===== src/rtl/core/nta_pkg.sv =====
// Neighbor table package: sizes, status codes, controller/datapath command types.
// No dependencies; used by every other file of the block.
`default_nettype none

package nta_pkg;

   localparam int TABLE_SIZE = 32;
   localparam int IDX_W      = (TABLE_SIZE > 1) ? $clog2(TABLE_SIZE) : 1;
   localparam int CNT_W      = $clog2(TABLE_SIZE + 1);

   localparam int ADDR_W     = 48;
   localparam int STATUS_W   = 2;
   localparam int SLOT_W     = 5;
   localparam int COUNT_W    = 6;
   localparam int LIMIT_W    = 3;

   localparam logic [LIMIT_W-1:0] MISS_LIMIT_RST = 3'd6;

   localparam logic [STATUS_W-1:0] ST_REFRESH = 2'd0;
   localparam logic [STATUS_W-1:0] ST_ADDED   = 2'd1;
   localparam logic [STATUS_W-1:0] ST_DROPPED = 2'd2;
   localparam logic [STATUS_W-1:0] ST_AGED    = 2'd3;

   localparam logic ACT_BEACON = 1'b0;
   localparam logic ACT_TICK   = 1'b1;

   typedef struct packed {
      logic             load;      // latch a new item, clear search results
      logic             tick_mode; // item is an aging tick
      logic             rd_en;     // scan: read entry idx
      logic             tick_upd;  // tick: age entry idx
      logic             commit;    // write back beacon result, load response
      logic [CNT_W-1:0] idx;
   } nta_cmd_type;

   typedef struct packed {
      logic rsp_busy;              // response register holds an untaken result
   } nta_sts_type;

endpackage

`default_nettype wire


===== src/rtl/core/nta_req_if.sv =====
// Request channel: valid/ready handshake with beacon or aging tick payload.
// Depends on nta_pkg.
`default_nettype none

interface nta_req_if;
   import nta_pkg::*;

   logic              valid;
   logic              ready;
   logic              action;
   logic [ADDR_W-1:0] source_addr;

   modport source (output valid, action, source_addr, input ready);
   modport sink   (input valid, action, source_addr, output ready);

endinterface

`default_nettype wire


===== src/rtl/core/nta_rsp_if.sv =====
// Response channel: valid/ready handshake with one result per request.
// Depends on nta_pkg.
`default_nettype none

interface nta_rsp_if;
   import nta_pkg::*;

   logic                valid;
   logic                ready;
   logic [STATUS_W-1:0] status;
   logic [SLOT_W-1:0]   slot;
   logic [COUNT_W-1:0]  removed_count;
   logic [COUNT_W-1:0]  valid_count;

   modport source (output valid, status, slot, removed_count, valid_count, input ready);
   modport sink   (input valid, status, slot, removed_count, valid_count, output ready);

endinterface

`default_nettype wire


===== src/rtl/core/neighbor_table_with_aging.sv =====
// Neighbor table with aging, top level: controller plus datapath.
// Depends on nta_pkg, nta_req_if, nta_rsp_if, nta_ctrl, nta_dpath.
//
//  channel  | direction | transfer / write          | payload
//  ---------+-----------+---------------------------+-------------------------------------
//  req_ch   | in        | valid && ready            | action, source_addr
//  rsp_ch   | out       | valid && ready            | status, slot, removed_count, valid_count
//  csr      | in        | csr_wr_en                 | csr_wr_data = miss_limit
//
// Beacon: accept, a scan of every entry (registered memory read, then compare), then commit.
// Aging tick: accept, an aging pass over every entry, then commit.
// One item in flight; the entry walk over the address memory port sets the rate.
// Reset empties the table at once and loads miss_limit with 6.
// A result waiting on rsp_ch holds the commit cycle of the next item until it is taken.
`default_nettype none

module neighbor_table_with_aging (
   input  wire logic                        clock,
   input  wire logic                        reset,
   nta_req_if.sink                          req_ch,
   nta_rsp_if.source                        rsp_ch,
   input  wire logic                        csr_wr_en,
   input  wire logic [nta_pkg::LIMIT_W-1:0] csr_wr_data
);
   import nta_pkg::*;

   nta_cmd_type cmd;
   nta_sts_type sts;

   nta_ctrl u_ctrl (
      .clock      (clock),
      .reset      (reset),
      .req_valid  (req_ch.valid),
      .req_action (req_ch.action),
      .req_ready  (req_ch.ready),
      .sts        (sts),
      .cmd        (cmd)
   );

   nta_dpath u_dpath (
      .clock       (clock),
      .reset       (reset),
      .cmd         (cmd),
      .sts         (sts),
      .req_addr    (req_ch.source_addr),
      .csr_wr_en   (csr_wr_en),
      .csr_wr_data (csr_wr_data),
      .rsp         (rsp_ch)
   );

   a_commit_free: assert property (@(posedge clock) disable iff (reset)
      cmd.commit |-> !sts.rsp_busy)
      else $error("commit while response register occupied");

   a_busy_after_accept: assert property (@(posedge clock) disable iff (reset)
      (req_ch.valid && req_ch.ready) |=> !req_ch.ready)
      else $error("request taken while an item is in work");

   a_count_range: assert property (@(posedge clock) disable iff (reset)
      rsp_ch.valid |-> (rsp_ch.valid_count <= COUNT_W'(TABLE_SIZE)))
      else $error("valid count above table size");

   a_tick_fields: assert property (@(posedge clock) disable iff (reset)
      (rsp_ch.valid && rsp_ch.status == ST_AGED) |-> (rsp_ch.slot == '0))
      else $error("aging result with nonzero slot");

   a_beacon_fields: assert property (@(posedge clock) disable iff (reset)
      (rsp_ch.valid && rsp_ch.status != ST_AGED) |-> (rsp_ch.removed_count == '0))
      else $error("beacon result with removed entries");

endmodule

`default_nettype wire


===== src/rtl/core/nta_ctrl.sv =====
// Neighbor table controller: one-hot FSM and entry index counter.
// Depends on nta_pkg; drives the datapath through nta_cmd_type.
`default_nettype none

module nta_ctrl (
   input  wire logic                 clock,
   input  wire logic                 reset,
   input  wire logic                 req_valid,
   input  wire logic                 req_action,
   output logic                      req_ready,
   input  wire nta_pkg::nta_sts_type sts,
   output nta_pkg::nta_cmd_type      cmd
);
   import nta_pkg::*;

   typedef enum logic [3:0] {
      S_IDLE = 4'b0001,
      S_SCAN = 4'b0010,
      S_TICK = 4'b0100,
      S_DONE = 4'b1000
   } state_type;

   localparam logic [CNT_W-1:0] LAST_IDX = CNT_W'(TABLE_SIZE - 1);
   localparam logic [CNT_W-1:0] END_IDX  = CNT_W'(TABLE_SIZE);

   state_type        state_ff, state_in;
   logic [CNT_W-1:0] idx_ff, idx_in;
   logic             tick_ff, tick_in;
   logic             accept;

   assign req_ready = (state_ff == S_IDLE);
   assign accept    = req_valid && req_ready;

   always_comb begin
      state_in = state_ff;
      idx_in   = idx_ff;
      tick_in  = tick_ff;
      case (state_ff)
         S_IDLE: begin
            if (accept) begin
               idx_in   = '0;
               tick_in  = (req_action == ACT_TICK);
               state_in = (req_action == ACT_TICK) ? S_TICK : S_SCAN;
            end
         end
         S_SCAN: begin
            if (idx_ff == END_IDX) begin
               state_in = S_DONE;
            end else begin
               idx_in = idx_ff + CNT_W'(1);
            end
         end
         S_TICK: begin
            if (idx_ff == LAST_IDX) begin
               state_in = S_DONE;
            end else begin
               idx_in = idx_ff + CNT_W'(1);
            end
         end
         S_DONE: begin
            if (!sts.rsp_busy) begin
               state_in = S_IDLE;
            end
         end
         default: begin
            state_in = S_IDLE;
         end
      endcase
   end

   always_ff @(posedge clock) begin
      if (reset) begin
         state_ff <= S_IDLE;
         idx_ff   <= '0;
         tick_ff  <= 1'b0;
      end else begin
         state_ff <= state_in;
         idx_ff   <= idx_in;
         tick_ff  <= tick_in;
      end
   end

   always_comb begin
      cmd.load      = accept;
      cmd.tick_mode = tick_ff;
      cmd.rd_en     = (state_ff == S_SCAN) && (idx_ff != END_IDX);
      cmd.tick_upd  = (state_ff == S_TICK);
      cmd.commit    = (state_ff == S_DONE) && !sts.rsp_busy;
      cmd.idx       = idx_ff;
   end

endmodule

`default_nettype wire


===== src/rtl/core/nta_dpath.sv =====
// Neighbor table datapath: address memory, entry flags, search and aging logic,
// miss limit register and response register. Depends on nta_pkg and nta_rsp_if.
`default_nettype none

module nta_dpath (
   input  wire logic                        clock,
   input  wire logic                        reset,
   input  wire nta_pkg::nta_cmd_type        cmd,
   output nta_pkg::nta_sts_type             sts,
   input  wire logic [nta_pkg::ADDR_W-1:0]  req_addr,
   input  wire logic                        csr_wr_en,
   input  wire logic [nta_pkg::LIMIT_W-1:0] csr_wr_data,
   nta_rsp_if.source                        rsp
);
   import nta_pkg::*;

   logic [ADDR_W-1:0]  addr_mem [TABLE_SIZE];
   logic [TABLE_SIZE-1:0] valid_ff;
   logic [TABLE_SIZE-1:0] heard_ff;
   logic [LIMIT_W-1:0] misses_ff [TABLE_SIZE];

   logic [LIMIT_W-1:0] limit_ff;
   logic [ADDR_W-1:0]  key_ff;

   // scan compare stage
   logic [ADDR_W-1:0]  rd_addr_ff;
   logic               rd_valid_ff;
   logic               cmp_vld_ff;
   logic [IDX_W-1:0]   cmp_idx_ff;

   logic               hit_ff, free_ff;
   logic [IDX_W-1:0]   hit_slot_ff, free_slot_ff;
   logic [COUNT_W-1:0] vcount_ff, removed_ff;

   logic               rsp_valid_ff;
   logic [STATUS_W-1:0] status_ff;
   logic [SLOT_W-1:0]  slot_ff;
   logic [COUNT_W-1:0] rsp_removed_ff, rsp_vcount_ff;

   logic [IDX_W-1:0]   e;
   logic [LIMIT_W:0]   miss_next;
   logic               age_clear, age_remove, age_bump;
   logic               cmp_hit, do_fill;

   assign e          = cmd.idx[IDX_W-1:0];
   assign miss_next  = {1'b0, misses_ff[e]} + (LIMIT_W+1)'(1);
   assign age_clear  = cmd.tick_upd && valid_ff[e] && heard_ff[e];
   assign age_remove = cmd.tick_upd && valid_ff[e] && !heard_ff[e]
                       && (miss_next >= {1'b0, limit_ff});
   assign age_bump   = cmd.tick_upd && valid_ff[e] && !heard_ff[e] && !age_remove;

   assign cmp_hit    = cmp_vld_ff && rd_valid_ff && (rd_addr_ff == key_ff) && !hit_ff;
   assign do_fill    = cmd.commit && !cmd.tick_mode && !hit_ff && free_ff;

   always_ff @(posedge clock) begin
      if (reset) begin
         limit_ff <= MISS_LIMIT_RST;
      end else if (csr_wr_en) begin
         limit_ff <= csr_wr_data;
      end
   end

   // address memory: one read and one write port
   always_ff @(posedge clock) begin
      if (cmd.rd_en) begin
         rd_addr_ff <= addr_mem[e];
      end
      if (do_fill) begin
         addr_mem[free_slot_ff] <= key_ff;
      end
   end

   always_ff @(posedge clock) begin
      if (cmd.load) begin
         key_ff <= req_addr;
      end
      rd_valid_ff <= valid_ff[e];
      cmp_idx_ff  <= e;
   end

   always_ff @(posedge clock) begin
      if (reset) begin
         cmp_vld_ff   <= 1'b0;
         hit_ff       <= 1'b0;
         free_ff      <= 1'b0;
         hit_slot_ff  <= '0;
         free_slot_ff <= '0;
      end else begin
         cmp_vld_ff <= cmd.rd_en;
         if (cmd.load) begin
            hit_ff  <= 1'b0;
            free_ff <= 1'b0;
         end else if (cmp_vld_ff) begin
            if (!rd_valid_ff) begin
               free_ff      <= 1'b1;
               free_slot_ff <= cmp_idx_ff;
            end
            if (cmp_hit) begin
               hit_ff      <= 1'b1;
               hit_slot_ff <= cmp_idx_ff;
            end
         end
      end
   end

   always_ff @(posedge clock) begin
      if (reset) begin
         valid_ff <= '0;
      end else begin
         if (age_remove) begin
            valid_ff[e] <= 1'b0;
         end
         if (do_fill) begin
            valid_ff[free_slot_ff] <= 1'b1;
         end
      end
   end

   always_ff @(posedge clock) begin
      if (age_clear) begin
         heard_ff[e]  <= 1'b0;
         misses_ff[e] <= '0;
      end
      if (age_remove) begin
         misses_ff[e] <= '0;
      end
      if (age_bump) begin
         misses_ff[e] <= miss_next[LIMIT_W-1:0];
      end
      if (cmd.commit && !cmd.tick_mode && hit_ff) begin
         heard_ff[hit_slot_ff] <= 1'b1;
      end
      if (do_fill) begin
         heard_ff[free_slot_ff]  <= 1'b1;
         misses_ff[free_slot_ff] <= '0;
      end
   end

   always_ff @(posedge clock) begin
      if (reset) begin
         vcount_ff  <= '0;
         removed_ff <= '0;
      end else begin
         if (cmd.load) begin
            removed_ff <= '0;
         end else if (age_remove) begin
            removed_ff <= removed_ff + COUNT_W'(1);
         end
         if (age_remove) begin
            vcount_ff <= vcount_ff - COUNT_W'(1);
         end else if (do_fill) begin
            vcount_ff <= vcount_ff + COUNT_W'(1);
         end
      end
   end

   // response register
   always_ff @(posedge clock) begin
      if (reset) begin
         rsp_valid_ff <= 1'b0;
      end else if (cmd.commit) begin
         rsp_valid_ff <= 1'b1;
      end else if (rsp.ready) begin
         rsp_valid_ff <= 1'b0;
      end
   end

   always_ff @(posedge clock) begin
      if (cmd.commit) begin
         rsp_removed_ff <= cmd.tick_mode ? removed_ff : '0;
         rsp_vcount_ff  <= do_fill ? (vcount_ff + COUNT_W'(1)) : vcount_ff;
         if (cmd.tick_mode) begin
            status_ff <= ST_AGED;
            slot_ff   <= '0;
         end else if (hit_ff) begin
            status_ff <= ST_REFRESH;
            slot_ff   <= SLOT_W'(hit_slot_ff);
         end else if (free_ff) begin
            status_ff <= ST_ADDED;
            slot_ff   <= SLOT_W'(free_slot_ff);
         end else begin
            status_ff <= ST_DROPPED;
            slot_ff   <= '0;
         end
      end
   end

   assign sts.rsp_busy      = rsp_valid_ff && !rsp.ready;
   assign rsp.valid         = rsp_valid_ff;
   assign rsp.status        = status_ff;
   assign rsp.slot          = slot_ff;
   assign rsp.removed_count = rsp_removed_ff;
   assign rsp.valid_count   = rsp_vcount_ff;

endmodule

`default_nettype wire


===== src/flat_wrapper.sv =====
// flat-port wrapper written by rule: the top's interface ports become plain ports
module neighbor_table_with_aging_flat import nta_pkg::*;
  (clock, reset, csr_wr_en, csr_wr_data, req_ch_valid, req_ch_action, req_ch_source_addr, req_ch_ready, rsp_ch_valid, rsp_ch_status, rsp_ch_slot, rsp_ch_removed_count, rsp_ch_valid_count, rsp_ch_ready);
  nta_req_if req_ch_i ();
  nta_rsp_if rsp_ch_i ();
  input  wire logic clock;
  input  wire logic reset;
  input  wire logic csr_wr_en;
  input  wire logic [nta_pkg::LIMIT_W-1:0] csr_wr_data;
  input wire logic [$bits(req_ch_i.valid)-1:0] req_ch_valid;
  input wire logic [$bits(req_ch_i.action)-1:0] req_ch_action;
  input wire logic [$bits(req_ch_i.source_addr)-1:0] req_ch_source_addr;
  output wire logic [$bits(req_ch_i.ready)-1:0] req_ch_ready;
  output wire logic [$bits(rsp_ch_i.valid)-1:0] rsp_ch_valid;
  output wire logic [$bits(rsp_ch_i.status)-1:0] rsp_ch_status;
  output wire logic [$bits(rsp_ch_i.slot)-1:0] rsp_ch_slot;
  output wire logic [$bits(rsp_ch_i.removed_count)-1:0] rsp_ch_removed_count;
  output wire logic [$bits(rsp_ch_i.valid_count)-1:0] rsp_ch_valid_count;
  input wire logic [$bits(rsp_ch_i.ready)-1:0] rsp_ch_ready;
  assign req_ch_i.valid = req_ch_valid;
  assign req_ch_i.action = req_ch_action;
  assign req_ch_i.source_addr = req_ch_source_addr;
  assign req_ch_ready = req_ch_i.ready;
  assign rsp_ch_valid = rsp_ch_i.valid;
  assign rsp_ch_status = rsp_ch_i.status;
  assign rsp_ch_slot = rsp_ch_i.slot;
  assign rsp_ch_removed_count = rsp_ch_i.removed_count;
  assign rsp_ch_valid_count = rsp_ch_i.valid_count;
  assign rsp_ch_i.ready = rsp_ch_ready;
  neighbor_table_with_aging u_core (.clock(clock), .reset(reset), .req_ch(req_ch_i), .rsp_ch(rsp_ch_i), .csr_wr_en(csr_wr_en), .csr_wr_data(csr_wr_data));
endmodule

===== config.mk =====
export PLATFORM = sky130hd
export DESIGN_NAME = neighbor_table_with_aging_flat
export DESIGN_NICKNAME = d
export VERILOG_FILES = /design/src/rtl/core/nta_pkg.sv /design/src/rtl/core/nta_req_if.sv /design/src/rtl/core/nta_rsp_if.sv /design/src/rtl/core/neighbor_table_with_aging.sv /design/src/rtl/core/nta_ctrl.sv /design/src/rtl/core/nta_dpath.sv /design/src/flat_wrapper.sv
export SDC_FILE = /design/constraint.sdc
export NUM_CORES = 2
export LEC_CHECK = 0
export BUFFER_PORTS_ARGS = -buffer_cell sky130_fd_sc_hd__buf_2
export CAP_MARGIN = 20
export CORE_MARGIN = 4
export CORE_UTILIZATION = 50
export CTS_CLUSTER_DIAMETER = 50
export CTS_CLUSTER_SIZE = 12
export DETAILED_ROUTE_END_ITERATION = 12
export GPL_ROUTABILITY_DRIVEN = 0
export MAX_ROUTING_LAYER = met4
export PLACE_DENSITY = 0.78
export RECOVER_POWER = 50
export SYNTH_ARGS = -nofsm -noshare
export SYNTH_HDL_FRONTEND = slang
export SYNTH_SLANG_ARGS = --single-unit

===== constraint.sdc =====
create_clock -name clock -period 6.5 [get_ports clock]
set_clock_uncertainty 0.2 [all_clocks]
set_input_delay 0.325 -clock clock [delete_from_list [all_inputs] [get_ports clock]]
set_output_delay 0.325 -clock clock [all_outputs]
set_load 0.01 [all_outputs]

==> results.md <==
* Grt ovf at 0
* Final setup viols at 0
* Crit-path cells: and2_0 > clkbuf_2 > a21oi_1 > nor2_1
* Leakage power at 23.9 nW
* First DRT Iteration DRCs at 5328
* Num CTS Buffers at 180
* Max IR drop VDD at 0.000374 V
* Clock power share at between 30% and 40%
* Die W at around 380 um
* Achievable Freq at 175 MHz
* RSZ-0062 raised after global routing: no
* Crit path max fanout at 39
* Layout Cells excl Fill at 5605
* Number of global-route vias before repair at ~37000
* Setup slack after layout at between 0.7 and 0.8 ns
* Initial Utilization at between 50% and 60%
* Largest stage delay, worst path at approximately 1.6 ns
* Largest net degree at the start of global routing at approximately 110
* Async SR Flop Fraction at 0%
* Final hold vios at 0
* Post-synthesis average cell area at 21.0 um2
* Port bufs at 77
* Post-CTS setup buffer count at 0
* Worst setup path start: u_core.u_ctrl.idx_ff[4]
* Failing checks: capacitance limit, slew limit
* Initial antenna violation count at 0
* TNS Setup at 0 ns
* Fin util at 57.0%
* Pre-CTS WS at 1.61 ns
* Dpl hpwl at 90300 um
* H-tree Lvls at 4
* First-pass GRT wire length at 256000 um
* Critical path required time at 6.76 ns
* Yosys reg bits at ~1900
* Die height at 385 um
* Site Rows at 137
* Worst-skew pair later-pin latency at 0.80 ns
* Setup crit end kind: register
* Via/cell ratio at about 6.6
* DR WL/cell at 31.3 um
* Crit path kind: register to register
* R2R setup slack at slightly below 0.8 ns
* Core area at roughly 0.14 mm2
* Top FF cell, synth: edfxtp_1
* Top cells by area, synth: edfxtp_1, mux4_2, dfxtp_1, a22oi_1, nor2_1
* Actual slew at the worst max-slew pin at approximately 2.5 ns
* Pint at 19.8 mW
* Placed insts at 5268
* Hold WC Path Type: input pin to register
* Routed WL at 175000 um
* CP top delay family: simple AND/OR/NAND/NOR gates
* Sw Share at 22.8%
* Reg-to-Reg Start: u_core.u_ctrl.idx_ff[4]
* CTS Hold Buffers Added at 86
* CTS tree: built
* Post-synth top area share at 74.0%
* Total GRT Usage at 24.5%
* Clock Sinks at 1862
* Worst EP arrival at 5.97 ns
* Post-synthesis cell type count at 69
* Routed vias at approximately 37000
* Final period util at 87.9%
* Max_cap viols at 21
* Clock Path Buffers at 3
* Mapped Cells at 3379
* Post-synth EDFFs at 1747
* Layout cells sized above 1 at 21.5%
* Status: finished, violations left
* Sequential fraction of the synthesis area at 77.3%
* Cell taking the most area after synthesis: edfxtp_1
* Drc violations at 0
* Start point of the worst hold path: req_ch_source_addr[32]
* IO Pins at 78
* Mapped Area at 0.0709 mm2
* Total die area at 0.148 mm2
* Worst-path clk slew at 0.06 ns
* Buf/Inv on CP at 1
* Sequential Power Share at 52.7%
* Critical-path top delay cell: dfxtp_1
* Area delta synth->final at 12.8%
* Clock root buffer: clkbuf_16
* Final Max Slew Viols at 641
* Yosys warnings at 0
* P_sw at 5.85 mW
* Crit path time final at 5.71 ns
* Synthesized net count at 3447
* Slew margin rel. at -65.5%
* Pre-antenna DRT Iters at 6
* Pwr per Cell Area at about 320 mW/mm2
* Fill count at between 9000 and 10000
* Cts repair resizes at 0
* Combinational group share of total power at 10.3%
* Startpoint types: register
* Layout Nets at around 3700
* DRT antenna net count at 0
==> registers in the layout, indices dropped and copies added (netlist names), 6 cells and up, named ones only <==
| register | cells |
|---|---|
| u_core.u_dpath.removed_ff | 6 |
| u_core.u_dpath.heard_ff | 32 |
| u_core.u_dpath.rsp.valid_count | 6 |
| u_core.u_dpath.valid_ff | 32 |
| u_core.u_dpath.rsp.removed_count | 6 |
| u_core.u_dpath.rd_addr_ff | 48 |
| u_core.u_dpath.misses_ff | 96 |
| u_core.u_dpath.key_ff | 48 |
| u_core.u_dpath.addr_mem | 1536 |
| u_core.u_ctrl.idx_ff | 6 |
| u_core.u_dpath.vcount_ff | 6 |
==> Yosys cell counts, types with 6 or more instances <==
library cell / count
nand4_1: 55
a221o_1: 24
o2111ai_1: 8
o21a_1: 7
nand2b_1: 14
nor4b_1: 6
edfxtp_1: 1747
ha_1: 11
nand3b_1: 6
clkbuf_1: 123
nand2_1: 79
a21oi_1: 29
nor3_1: 39
buf_2: 14
mux4_2: 415
and2_1: 11
mux2i_1: 46
nor2_1: 148
nand3_1: 12
inv_1: 21
a31oi_1: 8
o31a_1: 6
a311oi_1: 10
nor3b_1: 8
o32ai_1: 11
xnor2_1: 24
xor2_1: 39
a22oi_1: 187
dfxtp_1: 115
o21ai_0: 8
buf_1: 46
nor4_1: 22
==> power groups by stage <==
stage	clock, mW	sequential [mW]	combinational [mW]
detailed placement	0	13.8	2.64
CTS	9.60	13.5	2.72
finish	9.50	13.5	2.66
floorplan	0	13.9	1.81
global placement	0	13.8	2.60
global route	10.1	13.6	2.84
==> layout by cell type, fill, tap and decap left out, types with 29 or more instances in the layout <==
master	n
nor3_1	31
a21oi_1	29
nand4_1	55
xor2_1	39
dlygate4sd3_1	86
clkbuf_1	122
a22oi_1	187
mux4_2	415
nor2_1	127
mux2i_1	46
buf_2	44
dfxtp_1	113
nand2_1	79
buf_4	55
clkbuf_16	182
edfxtp_1	1747
==> final cells by class <==
cell class | count | area, um2 | area share, %
Antenna cell | 1 | 2.50 | 0.00313
Clock buffer | 217 | 4710 | 5.89
Clock inverter | 32 | 422 | 0.528
Inverter | 23 | 87.6 | 0.110
Multi-Input combinational cell | 1303 | 15500 | 19.3
Sequential cell | 1862 | 54800 | 68.5
Tap cell | 1876 | 2350 | 2.94
Timing Repair Buffer | 291 | 2140 | 2.68
==> worst register-to-register path: cells and delay by family (launching register included) <==
kind | cells | cell delay (ns)
compound gates | 1 | 0.38
buf+inv | 1 | 1.19
simple gates | 2 | 1.99
flops | 1 | 1.62
==> per-stage QoR <==
stage	hold WS [ns]	power, mW	instance area [um2]
6_report	0.0399	25.7	79900
5_1_grt	0.0289	26.5	79900
4_1_cts	0.000591	25.8	80300
3_5_place_dp	0.246	16.4	74300
3_3_place_gp	0.249	16.4	74200
2_1_floorplan	0.141	15.7	70900
==> final timing paths <==
kind | to | cells past startpoint
min | u_core.u_dpath.key_ff[32] | 2
max reg2reg | u_core.u_dpath.misses_ff[17][0] | 4
max | u_core.u_dpath.misses_ff[17][0] | 4
min reg2reg | u_core.u_dpath.heard_ff[31] | 2
==> routing by layer <==
metal	share of wire, %	global-route usage [%]	wire length, um	up-vias
met4	3.4	8.14	5950	0
met1	37	33.7	65100	19100
li1	-	-	-	14600
met5	0	-	0	-
met3	12	5.31	20700	409
met2	48	36.9	83500	2745
==> cell families (layout without fill, tap and decap cells) <==
| family | count (synthesis) | count (layout) | share of synthesized area (%) |
|---|---|---|---|
| flip-flops | 1862 | 1862 | 77.3 |
| AND/OR/NAND/NOR | 435 | 435 | 3.10 |
| other | 0 | 1 | 0 |
| XOR/XNOR | 63 | 63 | 0.779 |
| buffers and inverters | 214 | 563 | 1.23 |
| AO/OA/AOI/OAI | 327 | 327 | 3.49 |
| multiplexers | 467 | 467 | 13.9 |
| adder cells (fa/ha/maj) | 11 | 11 | 0.194 |
Note: power is estimated with default switching activity, not from simulation.
